## src/rtl/core/plst_pkg.sv

```systemverilog
// plst_pkg: shared constants, codes and controller/datapath interface types
// for the positional list store. No dependencies.
`default_nettype none
package plst_pkg;

    localparam int DEPTH = 64;
    localparam int AW    = $clog2(DEPTH);
    localparam int CW    = $clog2(DEPTH + 1);
    localparam int PW    = 7;
    localparam int VW    = 32;
    localparam int SW    = 2;
    localparam int XW    = ((CW > PW) ? CW : PW) + 1;

    localparam logic [1:0] CMD_INSERT = 2'd0;
    localparam logic [1:0] CMD_REMOVE = 2'd1;
    localparam logic [1:0] CMD_READ   = 2'd2;

    localparam logic [SW-1:0] ST_OK     = 2'd0;
    localparam logic [SW-1:0] ST_BADPOS = 2'd1;
    localparam logic [SW-1:0] ST_FULL   = 2'd2;

    typedef enum logic [2:0] {
        S_IDLE,
        S_CHECK,
        S_SH_RD,
        S_SH_WR,
        S_INS_WR,
        S_RD_CAP,
        S_DONE
    } state_t;

    typedef struct packed {
        logic load;
        logic rd_pos;
        logic init_idx;
        logic rd_shift;
        logic wr_shift;
        logic wr_ins;
        logic cap_read;
        logic set_bad;
        logic set_full;
        logic cnt_inc;
        logic cnt_dec;
    } dp_cmd_t;

    typedef struct packed {
        logic bad_pos;
        logic full;
        logic is_insert;
        logic is_remove;
        logic is_read;
        logic shift_needed;
        logic last;
    } dp_stat_t;

endpackage
`default_nettype wire

```

## src/rtl/core/plst_ram.sv

```systemverilog
// plst_ram: generic single-write, single-read RAM with registered read data.
// No dependencies.
`default_nettype none
module plst_ram #(
    parameter int WIDTH = 32,
    parameter int DEPTH = 64
) (
    input  wire logic                     clk,
    input  wire logic                     we,
    input  wire logic [$clog2(DEPTH)-1:0] waddr,
    input  wire logic [WIDTH-1:0]         wdata,
    input  wire logic                     re,
    input  wire logic [$clog2(DEPTH)-1:0] raddr,
    output logic      [WIDTH-1:0]         rdata
);

    logic [WIDTH-1:0] mem [DEPTH];

    always_ff @(posedge clk)
    begin
        if (we)
        begin
            mem[waddr] <= wdata;
        end
        if (re)
        begin
            rdata <= mem[raddr];
        end
    end

endmodule
`default_nettype wire

```

## src/rtl/core/plst_dp.sv

```systemverilog
// plst_dp: datapath of the positional list store: word registers, entry
// count, shift index and the entry RAM. Depends on plst_pkg and plst_ram.
`default_nettype none
module plst_dp (
    input  wire logic                     clk,
    input  wire logic                     rst_n,
    input  wire logic [1:0]               command,
    input  wire logic [plst_pkg::PW-1:0]  position,
    input  wire logic [plst_pkg::VW-1:0]  value,
    input  wire plst_pkg::dp_cmd_t        cmd,
    output plst_pkg::dp_stat_t            stat,
    output logic      [plst_pkg::VW-1:0]  read_value,
    output logic      [plst_pkg::SW-1:0]  status,
    output logic      [plst_pkg::PW-1:0]  count
);

    logic [1:0]                cmd_reg;
    logic [plst_pkg::PW-1:0]   pos_reg;
    logic [plst_pkg::VW-1:0]   val_reg;
    logic [plst_pkg::VW-1:0]   rd_reg;
    logic [plst_pkg::SW-1:0]   status_reg;
    logic [plst_pkg::CW-1:0]   cnt_reg, cnt_next;
    logic [plst_pkg::AW-1:0]   idx_reg, idx_next;

    logic [plst_pkg::XW-1:0]   pos_x, cnt_x, pos_m1_x;
    logic [plst_pkg::AW-1:0]   pos_m1, cnt_m1;
    logic                      is_insert, is_remove, is_read;

    logic                      ram_we, ram_re;
    logic [plst_pkg::AW-1:0]   ram_waddr, ram_raddr;
    logic [plst_pkg::VW-1:0]   ram_wdata, ram_rdata;

    assign pos_x    = plst_pkg::XW'(pos_reg);
    assign cnt_x    = plst_pkg::XW'(cnt_reg);
    assign pos_m1_x = pos_x - plst_pkg::XW'(1);
    assign pos_m1   = pos_m1_x[plst_pkg::AW-1:0];
    assign cnt_m1   = plst_pkg::AW'(cnt_x - plst_pkg::XW'(1));

    assign is_insert = (cmd_reg == plst_pkg::CMD_INSERT);
    assign is_remove = (cmd_reg == plst_pkg::CMD_REMOVE);
    assign is_read   = (cmd_reg == plst_pkg::CMD_READ);

    always_comb
    begin
        stat.is_insert = is_insert;
        stat.is_remove = is_remove;
        stat.is_read   = is_read;
        stat.full      = (cnt_x == plst_pkg::XW'(plst_pkg::DEPTH));
        if (is_insert)
        begin
            stat.bad_pos      = (pos_x == '0) || (pos_x > cnt_x + plst_pkg::XW'(1));
            stat.shift_needed = (pos_x <= cnt_x);
            stat.last         = (idx_reg == pos_m1);
        end
        else
        begin
            stat.bad_pos      = (pos_x == '0) || (pos_x > cnt_x);
            stat.shift_needed = (pos_x < cnt_x);
            stat.last         = (idx_reg == cnt_m1);
        end
    end

    // insert moves entries back (source walks down), remove moves them forward
    always_comb
    begin
        idx_next = idx_reg;
        if (cmd.init_idx)
        begin
            idx_next = is_insert ? cnt_m1 : pos_reg[plst_pkg::AW-1:0] & '1;
            if (!is_insert)
            begin
                idx_next = plst_pkg::AW'(pos_x);
            end
        end
        else if (cmd.wr_shift)
        begin
            idx_next = is_insert ? idx_reg - plst_pkg::AW'(1) : idx_reg + plst_pkg::AW'(1);
        end
    end

    always_comb
    begin
        cnt_next = cnt_reg;
        if (cmd.cnt_inc)
        begin
            cnt_next = cnt_reg + plst_pkg::CW'(1);
        end
        else if (cmd.cnt_dec)
        begin
            cnt_next = cnt_reg - plst_pkg::CW'(1);
        end
    end

    always_ff @(posedge clk or negedge rst_n)
    begin
        if (!rst_n)
        begin
            cnt_reg <= '0;
        end
        else
        begin
            cnt_reg <= cnt_next;
        end
    end

    always_ff @(posedge clk)
    begin
        idx_reg <= idx_next;
        if (cmd.load)
        begin
            cmd_reg    <= command;
            pos_reg    <= position;
            val_reg    <= value;
            rd_reg     <= '0;
            status_reg <= plst_pkg::ST_OK;
        end
        else
        begin
            if (cmd.cap_read)
            begin
                rd_reg <= ram_rdata;
            end
            if (cmd.set_bad)
            begin
                status_reg <= plst_pkg::ST_BADPOS;
            end
            else if (cmd.set_full)
            begin
                status_reg <= plst_pkg::ST_FULL;
            end
        end
    end

    assign ram_re    = cmd.rd_pos | cmd.rd_shift;
    assign ram_raddr = cmd.rd_pos ? pos_m1 : idx_reg;
    assign ram_we    = cmd.wr_shift | cmd.wr_ins;
    assign ram_wdata = cmd.wr_ins ? val_reg : ram_rdata;

    always_comb
    begin
        if (cmd.wr_ins)
        begin
            ram_waddr = pos_m1;
        end
        else if (is_insert)
        begin
            ram_waddr = idx_reg + plst_pkg::AW'(1);
        end
        else
        begin
            ram_waddr = idx_reg - plst_pkg::AW'(1);
        end
    end

    plst_ram #(
        .WIDTH(plst_pkg::VW),
        .DEPTH(plst_pkg::DEPTH)
    ) u_ram (
        .clk   (clk),
        .we    (ram_we),
        .waddr (ram_waddr),
        .wdata (ram_wdata),
        .re    (ram_re),
        .raddr (ram_raddr),
        .rdata (ram_rdata)
    );

    assign read_value = rd_reg;
    assign status     = status_reg;
    assign count      = cnt_x[plst_pkg::PW-1:0];

endmodule
`default_nettype wire

```

## src/rtl/core/plst_ctrl.sv

```systemverilog
// plst_ctrl: controller state machine of the positional list store; drives
// datapath commands from datapath status. Depends on plst_pkg.
`default_nettype none
module plst_ctrl (
    input  wire logic               clk,
    input  wire logic               rst_n,
    input  wire logic               start,
    input  wire plst_pkg::dp_stat_t stat,
    output plst_pkg::dp_cmd_t       cmd,
    output logic                    busy,
    output logic                    done
);

    plst_pkg::state_t state_reg, state_next;

    always_ff @(posedge clk or negedge rst_n)
    begin
        if (!rst_n)
        begin
            state_reg <= plst_pkg::S_IDLE;
        end
        else
        begin
            state_reg <= state_next;
        end
    end

    always_comb
    begin
        state_next = state_reg;
        case (state_reg)
            plst_pkg::S_IDLE:
            begin
                if (start)
                begin
                    state_next = plst_pkg::S_CHECK;
                end
            end
            plst_pkg::S_CHECK:
            begin
                if (stat.is_insert)
                begin
                    if (stat.bad_pos || stat.full)
                    begin
                        state_next = plst_pkg::S_DONE;
                    end
                    else if (stat.shift_needed)
                    begin
                        state_next = plst_pkg::S_SH_RD;
                    end
                    else
                    begin
                        state_next = plst_pkg::S_INS_WR;
                    end
                end
                else if (stat.is_remove)
                begin
                    if (!stat.bad_pos && stat.shift_needed)
                    begin
                        state_next = plst_pkg::S_SH_RD;
                    end
                    else
                    begin
                        state_next = plst_pkg::S_DONE;
                    end
                end
                else if (stat.is_read && !stat.bad_pos)
                begin
                    state_next = plst_pkg::S_RD_CAP;
                end
                else
                begin
                    state_next = plst_pkg::S_DONE;
                end
            end
            plst_pkg::S_SH_RD:
            begin
                state_next = plst_pkg::S_SH_WR;
            end
            plst_pkg::S_SH_WR:
            begin
                if (!stat.last)
                begin
                    state_next = plst_pkg::S_SH_RD;
                end
                else if (stat.is_insert)
                begin
                    state_next = plst_pkg::S_INS_WR;
                end
                else
                begin
                    state_next = plst_pkg::S_DONE;
                end
            end
            plst_pkg::S_INS_WR:
            begin
                state_next = plst_pkg::S_DONE;
            end
            plst_pkg::S_RD_CAP:
            begin
                state_next = plst_pkg::S_DONE;
            end
            plst_pkg::S_DONE:
            begin
                state_next = plst_pkg::S_IDLE;
            end
            default:
            begin
                state_next = plst_pkg::S_IDLE;
            end
        endcase
    end

    always_comb
    begin
        cmd  = '0;
        busy = 1'b1;
        done = 1'b0;
        case (state_reg)
            plst_pkg::S_IDLE:
            begin
                busy     = 1'b0;
                cmd.load = start;
            end
            plst_pkg::S_CHECK:
            begin
                // read at the requested position is issued speculatively
                cmd.rd_pos   = 1'b1;
                cmd.set_bad  = stat.bad_pos &&
                               (stat.is_insert || stat.is_remove || stat.is_read);
                cmd.set_full = stat.is_insert && !stat.bad_pos && stat.full;
                cmd.init_idx = (stat.is_insert || stat.is_remove) && !stat.bad_pos &&
                               !(stat.is_insert && stat.full) && stat.shift_needed;
                cmd.cnt_dec  = stat.is_remove && !stat.bad_pos && !stat.shift_needed;
            end
            plst_pkg::S_SH_RD:
            begin
                cmd.rd_shift = 1'b1;
            end
            plst_pkg::S_SH_WR:
            begin
                cmd.wr_shift = 1'b1;
                cmd.cnt_dec  = stat.last && stat.is_remove;
            end
            plst_pkg::S_INS_WR:
            begin
                cmd.wr_ins  = 1'b1;
                cmd.cnt_inc = 1'b1;
            end
            plst_pkg::S_RD_CAP:
            begin
                cmd.cap_read = 1'b1;
            end
            plst_pkg::S_DONE:
            begin
                done = 1'b1;
            end
            default:
            begin
                busy = 1'b1;
            end
        endcase
    end

endmodule
`default_nettype wire

```

## src/rtl/core/positional_list_store.sv

```systemverilog
// positional_list_store: ordered list of signed 32-bit words, insert/remove/read by position.
// A failed item goes from start through a check to done; a read adds a capture step. Insert
// and remove move up to DEPTH-1 entries, one RAM read and one RAM write per moved entry;
// insert then writes the new word. One item at a time: busy stays high until done.
// done strobes for one cycle with read_value, status and count; no back-pressure.
// reset (rst_n low, async) empties the list; RAM contents are not cleared.
`default_nettype none
module positional_list_store (
    input  wire logic                     clk,
    input  wire logic                     rst_n,
    input  wire logic                     start,
    output logic                          busy,
    input  wire logic [1:0]               command,
    input  wire logic [plst_pkg::PW-1:0]  position,
    input  wire logic [plst_pkg::VW-1:0]  value,
    output logic                          done,
    output logic      [plst_pkg::VW-1:0]  read_value,
    output logic      [plst_pkg::SW-1:0]  status,
    output logic      [plst_pkg::PW-1:0]  count
);

    plst_pkg::dp_cmd_t  dp_cmd;
    plst_pkg::dp_stat_t dp_stat;

    plst_ctrl u_ctrl (
        .clk   (clk),
        .rst_n (rst_n),
        .start (start),
        .stat  (dp_stat),
        .cmd   (dp_cmd),
        .busy  (busy),
        .done  (done)
    );

    plst_dp u_dp (
        .clk        (clk),
        .rst_n      (rst_n),
        .command    (command),
        .position   (position),
        .value      (value),
        .cmd        (dp_cmd),
        .stat       (dp_stat),
        .read_value (read_value),
        .status     (status),
        .count      (count)
    );

endmodule
`default_nettype wire

```

## config.mk

```make
export PLATFORM = sky130hd
export DESIGN_NAME = positional_list_store
export DESIGN_NICKNAME = d
export VERILOG_FILES = /design/src/rtl/core/plst_pkg.sv /design/src/rtl/core/plst_ram.sv /design/src/rtl/core/plst_dp.sv /design/src/rtl/core/plst_ctrl.sv /design/src/rtl/core/positional_list_store.sv
export SDC_FILE = /design/constraint.sdc
export NUM_CORES = 2
export LEC_CHECK = 0
export ABC_AREA = 1
export ABC_CLOCK_PERIOD_IN_PS = 10800
export BUFFER_PORTS_ARGS = -buffer_cell sky130_fd_sc_hd__buf_2
export CAP_MARGIN = 20
export CORE_ASPECT_RATIO = 1.4
export CORE_MARGIN = 3
export CORE_UTILIZATION = 40
export DETAILED_ROUTE_END_ITERATION = 8
export GPL_ROUTABILITY_DRIVEN = 0
export PLACE_DENSITY = 0.57
export SETUP_SLACK_MARGIN = 0.4
export SYNTH_ARGS = -nofsm -noshare
export SYNTH_HDL_FRONTEND = slang
export SYNTH_SLANG_ARGS = --single-unit
```

## constraint.sdc

```tcl
create_clock -name clk -period 10.8 [get_ports clk]
set_clock_uncertainty 0.2 [all_clocks]
set_input_delay 0 -clock clk [delete_from_list [all_inputs] [get_ports clk]]
set_output_delay 0 -clock clk [all_outputs]
set_load 0.02 [all_outputs]
```

; Word level (Yosys, flattened, before mapping)
; Memory sizes are Yosys's and may differ from the RTL's. A register that Yosys moved wholly into a read port is not among the register bits.
; Index checks and enable logic that the tools add are counted.
[totals]
ff_bits = 91
latch_bits = 0
mem_bits_rw = 2048
rom_bits = 0
input_bits = 44
out_inout_bits = 43
elab_cells = 99
n_memories = 1
[op_classes]
n_addsub = 7
multipliers = 0
n_div = 0
magnitude_cmp = 4
n_eq_ne = 12
shift = 0
n_mux = 36
bitwise = 2
n_reduce_logical = 28
[memory_table]
columns = memory, words, width, rd, rd_clocked_by_memory_dff, write_ports, line
row1 = u_dp.u_ram.mem, 64, 32, 1, 1, 1, plst_ram.sv:17  ; logic [WIDTH-1:0] mem [DEPTH];
[op_table]
columns = op, n
row1 = 6-bit two-way mux, 7
row2 = 32-bit two-way mux, 1
row3 = 3-bit two-way mux, 7
row4 = 6-bit by 1-bit subtractor with 6-bit output (second input constant), 3
row5 = 3-bit one-hot mux with 5 select lines, 1
row6 = 7-bit two-way mux, 2
row7 = 6-bit == test, 2
row8 = 1-bit logical AND, 12
row9 = 1-bit two-way mux, 12
row10 = 2-bit two-way mux, 5
row11 = 3-bit == test (second input constant), 3
row12 = 7-bit by 1-bit adder with 8-bit output (second input constant), 1
row13 = 7-bit by 8-bit greater-than comparator with 1-bit output, 1
row14 = 8-bit logical NOT, 1
row15 = 7-bit by 1-bit adder with 7-bit output (second input constant), 1
row16 = 7-bit == test (second input constant), 1
row17 = 7-bit greater-than comparator, 1
row18 = 7-bit less-or-equal comparator, 1
row19 = 7-bit less-than comparator, 1
row20 = 7-bit by 1-bit subtractor with 7-bit output (second input constant), 1
row21 = 6-bit by 1-bit adder with 6-bit output (second input constant), 1
row22 = 3-bit by 2-bit == test with 1-bit output (second input constant), 2
row23 = 2-bit nonzero test, 3
row24 = 1-bit logical OR, 5
row25 = 10 further kinds, 14

; Longest topological paths before layout
[depth]
word_depth = 10
depth_mapped = 16
ltp_nobuf = 15

; By module
; From an unflattened synthesis, not the netlist that was laid out.
[unflattened]
hier_cells = 7451
hier_area_um2 = 88366.0
[by_module_without_submodules]
columns = mod, instances, cells_each, area_per_inst_um2, seq_area_each_um2
row1 = plst_ram, 1, 6769, 83058.4, 62459.9
row2 = plst_dp, 1, 626, 4988.5, 2267.2
row3 = plst_ctrl, 1, 56, 319.1, 75.1

; Least setup slack after synthesis
; OpenSTA, ideal clock, no wires.
[synth_timing]
path_kind = reg2reg
from = reg u_dp.pos_reg[0] in the netlist's numbering
to = mem u_dp.u_ram.mem[56][0], enable pin
setup_ns = 0.421
t_arrival_ns = 3.046
required_time_ns = 10.179
setup_slack_ns = 7.133
path_stages_with_launch = 11
path_buffers = 0
period_less_slack_ns = 3.667
path_cell_list = edfxtp_1 inv_2 ha_1 nand2_1 o21ai_0 nand2_1 o21ai_1 inv_1 nor2_1 nand2_1 nor2_1
[synth_between]
elab_chain_len = 2
[synth_rtl]
columns = item, line
row1 = start: declaration, plst_dp.sv:18  ; logic [plst_pkg::PW-1:0] pos_reg;
row2 = start signal: assignment, plst_dp.sv:112  ; pos_reg <= position;
row3 = 6-bit by 1-bit subtractor with 6-bit output, plst_dp.sv:35  ; assign pos_m1_x = pos_x - plst_pkg::XW'(1);
row4 = 6-bit two-way mux, plst_dp.sv:141  ; if (cmd.wr_ins)
row5 = end: declaration, plst_ram.sv:17
; Every way passes these cells.

; Final worst setup path
[layout_timing]
from = reg u_ctrl.state_reg[0]
to = reg u_dp.u_ram.rdata[12], read port of u_dp.u_ram.mem, data pin
[layout_between]
elab_chain_len = 3
elab_cells_between_ends = 6
cone_classes = eq/ne: 2 / mux: 3 / bitwise: 1
[layout_rtl]
columns = item, line
row1 = start: declaration, plst_ctrl.sv:14  ; plst_pkg::state_t state_reg, state_next;
row2 = start signal: assignment, plst_ctrl.sv:20  ; state_reg <= plst_pkg::S_IDLE;
row3 = start signal: assignment, plst_ctrl.sv:24  ; state_reg <= state_next;
row4 = 3-bit by 1-bit == test with 1-bit output / 3-bit by 2-bit == test with 1-bit output (equally long branches), plst_ctrl.sv:119  ; case (state_reg)
row5 = 2-bit two-way mux / 1-bit two-way mux (equally long branches), plst_ctrl.sv:119
row6 = 6-bit two-way mux / 1-bit OR (equally long branches), "plst_dp.sv:135, plst_dp.sv:134"
row7 = end: declaration, plst_ram.sv:14  ; output logic [WIDTH-1:0] rdata
; Parallel ways exist; a longest one is shown, timed or not.
; A chain may end at the register's enable or synchronous reset.

==> results.yml <==
routing:
  ant_nets: 0
  drc: 0
  wl_met2_um: 134000
  routed_wl_um: 273700
  via_per_inst: 5.157
  top_layer_used: "met5"
  wl_met1_um: 110900
  met3_length_um: 18820
  num_vias: 63561
  dr.first_iter.drc_count: 6502
  drtPass1Iterations: 6
  post_drt_wl_per_cell_um: 22.20
floorplan:
  ios: 87
  die_y_um: 579.5
  dieArea_um2: 240900
  die_w_um: 415.7
  fp-row-count: 209
  start_util: 0.4038
  coreArea_um2: 232700
worst_setup_path:
  worst_ep_required_time_ps: 11310
  worstPathMaxFanout: 110
  start_kind: "register"
  arrival_ps: 6150
  end_kind: "register"
  critical_path_class: "register to register"
clock_network:
  cts_tree: "built"
  postCtsResizedCells: 0
  h-tree-depth: 4
  cts_root_buf: "clkbuf_16"
  post_cts_buffers: 0
  hold_buffers: 87
  cts_buffer_depth: 4
  insertion_delay_ps: 880
  clock_sinks: 2171
  cts_made_buffers: 206
  clkTransAtPathRegs_ps: 60
timing:
  post-route-period-util: 0.5228
  rsz0062_at_grt: "no"
  period_minus_slack_ps: 5646
  finalSetupViolCount: 0
  setup_tns_ps: 0
  fmax_ghz: 0.1771
  worstMarginPinSlew_ps: 1109
  worst_slack_ps: 5154
  final_hold_viol_count: 0
  maxSlewHeadroom: 0.2607
  slew_viol_final: 0
yosys:
  syn-cell-area_um2: 93980
  synth_edf_count: 2127
  synth.top_cell.area_share: 0.6796
  ys_types: 35
  synth-async-reset-ratio: 0.004606
  seq_area_frac_synth: 0.6895
  yosys_warnings: 0
  synth_flop_cell: "edfxtp_1"
  yosysTopAreaCell: "edfxtp_1"
  syn_area_per_cell_um2: 10.38
  syn_inst: 9051
  synth_nets: 9121
  netlist_top_cells_count: "2868 x nand2_1, 2127 x edfxtp_1, 1741 x nand3_1"
  synth.top_cells.by_area: "edfxtp_1 68%, nand2_1 11%, nand3_1 9.3%"
  ys_seq_elements: 2171
  yosysMostFrequentCell: "nand2_1"
placement:
  dpl.hpwl_um: 141700
  placed_area_um2: 97850
  place_ws_ps: 5209
  portBuffers: 86
run_status:
  status: "completed"
layout:
  nNetsFinal: 9176
  fin_util: 0.4520
  stdcell_area_um2: 105200
  fillers: 21292
  drive_above_1_share: 0.06652
  syn_to_final_growth_pct: 11.93
  largest_register_ff_count: 2048
  top_register: "u_dp.u_ram.mem"
job:
  drv_cap: 0
power_and_ir_drop:
  power_density_nw_per_um2: 289.2
  p_leak_nw: 43.13
  peakVddDrop_mv: 0.2851
grt:
  grt_pass1_vias: 60802
  grt_pass1_wl_um: 404200
  antenna_found_initial: 5
  grt-ovfl-total: 0
  grt_max_degree: 182
  grt_use_total: 0.2230
hold_path:
  min_path_type: "input port to register"
[metal layers]
layer / global-route usage / up-vias
li1: - / 29649
met1: 0.2905 / 30929
met2: 0.3824 / 2445
met3: 0.03026 / 536
met4: 0.07999 / 2
met5: 0 / -
[cells in the final DEF (no fill, tap or decap), types with 32 or more instances in the layout]
| master | netlist | final |
|---|---|---|
| dfxtp_1 | 34 | 34 |
| o211ai_1 | 34 | 34 |
| a21oi_1 | 45 | 45 |
| nor2_1 | 96 | 32 |
| buf_4 | 7 | 121 |
| clkbuf_1 | 59 | 53 |
| clkinv_1 | 1 | 51 |
| nand3_1 | 1741 | 1741 |
| nand2_2 | 0 | 33 |
| buf_2 | 373 | 86 |
| nor2_4 | 0 | 65 |
| nand2_1 | 2868 | 2835 |
| clkbuf_16 | 0 | 208 |
| edfxtp_1 | 2127 | 2127 |
| dlygate4sd3_1 | 0 | 87 |
| inv_1 | 1491 | 1490 |
[report_power, final]
group	internal [mW]	switching, mW	total (mW)
clock network	3.83	3.07	6.90
registers	11.4	0.318	11.7
logic	2.81	8.97	11.8
[kinds of logic after synthesis]
family	Yosys count	synth area share
AO/OA/AOI/OAI	121	0.007615
XOR/XNOR	21	0.001957
adder cells (fa/ha/maj)	26	0.003541
buffers and inverters	1976	0.08418
flip-flops	2171	0.6895
AND/OR/NAND/NOR	4736	0.2132
[worst max-delay path: stages (launching register included)]
cell     delay (ps)
dfrtp_1         320
buf_4           400
nand3_2         510
nand2_1         280
o21ai_4         270
inv_8           740
buf_4           790
buf_4           710
nand3_1         160
nand3_1         120
nand3_1         130
nand3_1         260
nand3_1         340
nand2_1         170
[final timing paths]
path / startpoint / end / slack [ps] / depth (start not counted)
setup / recovery: u_ctrl.state_reg[0] / u_dp.u_ram.rdata[12] / 5150 / 13
hold / removal: value[27] / u_dp.val_reg[27] / 180 / 3
setup reg to reg: u_ctrl.state_reg[0] / u_dp.u_ram.rdata[12] / 5150 / 13
hold reg to reg: u_dp.read_value[19] / u_dp.read_value[19] / 260 / 2
max in group asynchronous: rst_n / u_ctrl.state_reg[0] / 9550 / 4
min in group asynchronous: rst_n / u_dp.count[2] / 530 / 4
[cell type report]
class,instances,area [um2],share of cell area
sequential,2171,64800,0.6160
timing repair buffer,322,2770,0.02633
multi-input combinational,4904,21910,0.2083
clock buffer,264,5445,0.05177
antenna,5,12.51,0.0001189
clock inverter,99,770.7,0.007327
tap,3059,3827,0.03639
inverter,1501,5655,0.05376
[through the flow]
stage,total power [mW],hold WS [ps],cells
detailed placement,23.50,-322.3,11858
finish,30.42,178.6,12325
floorplan,19.15,-495.6,9051
global placement,23.36,-323.1,11856
global route,31.96,192.1,12323
CTS,30.40,141.9,12308
(Power assumes the default switching activity.)
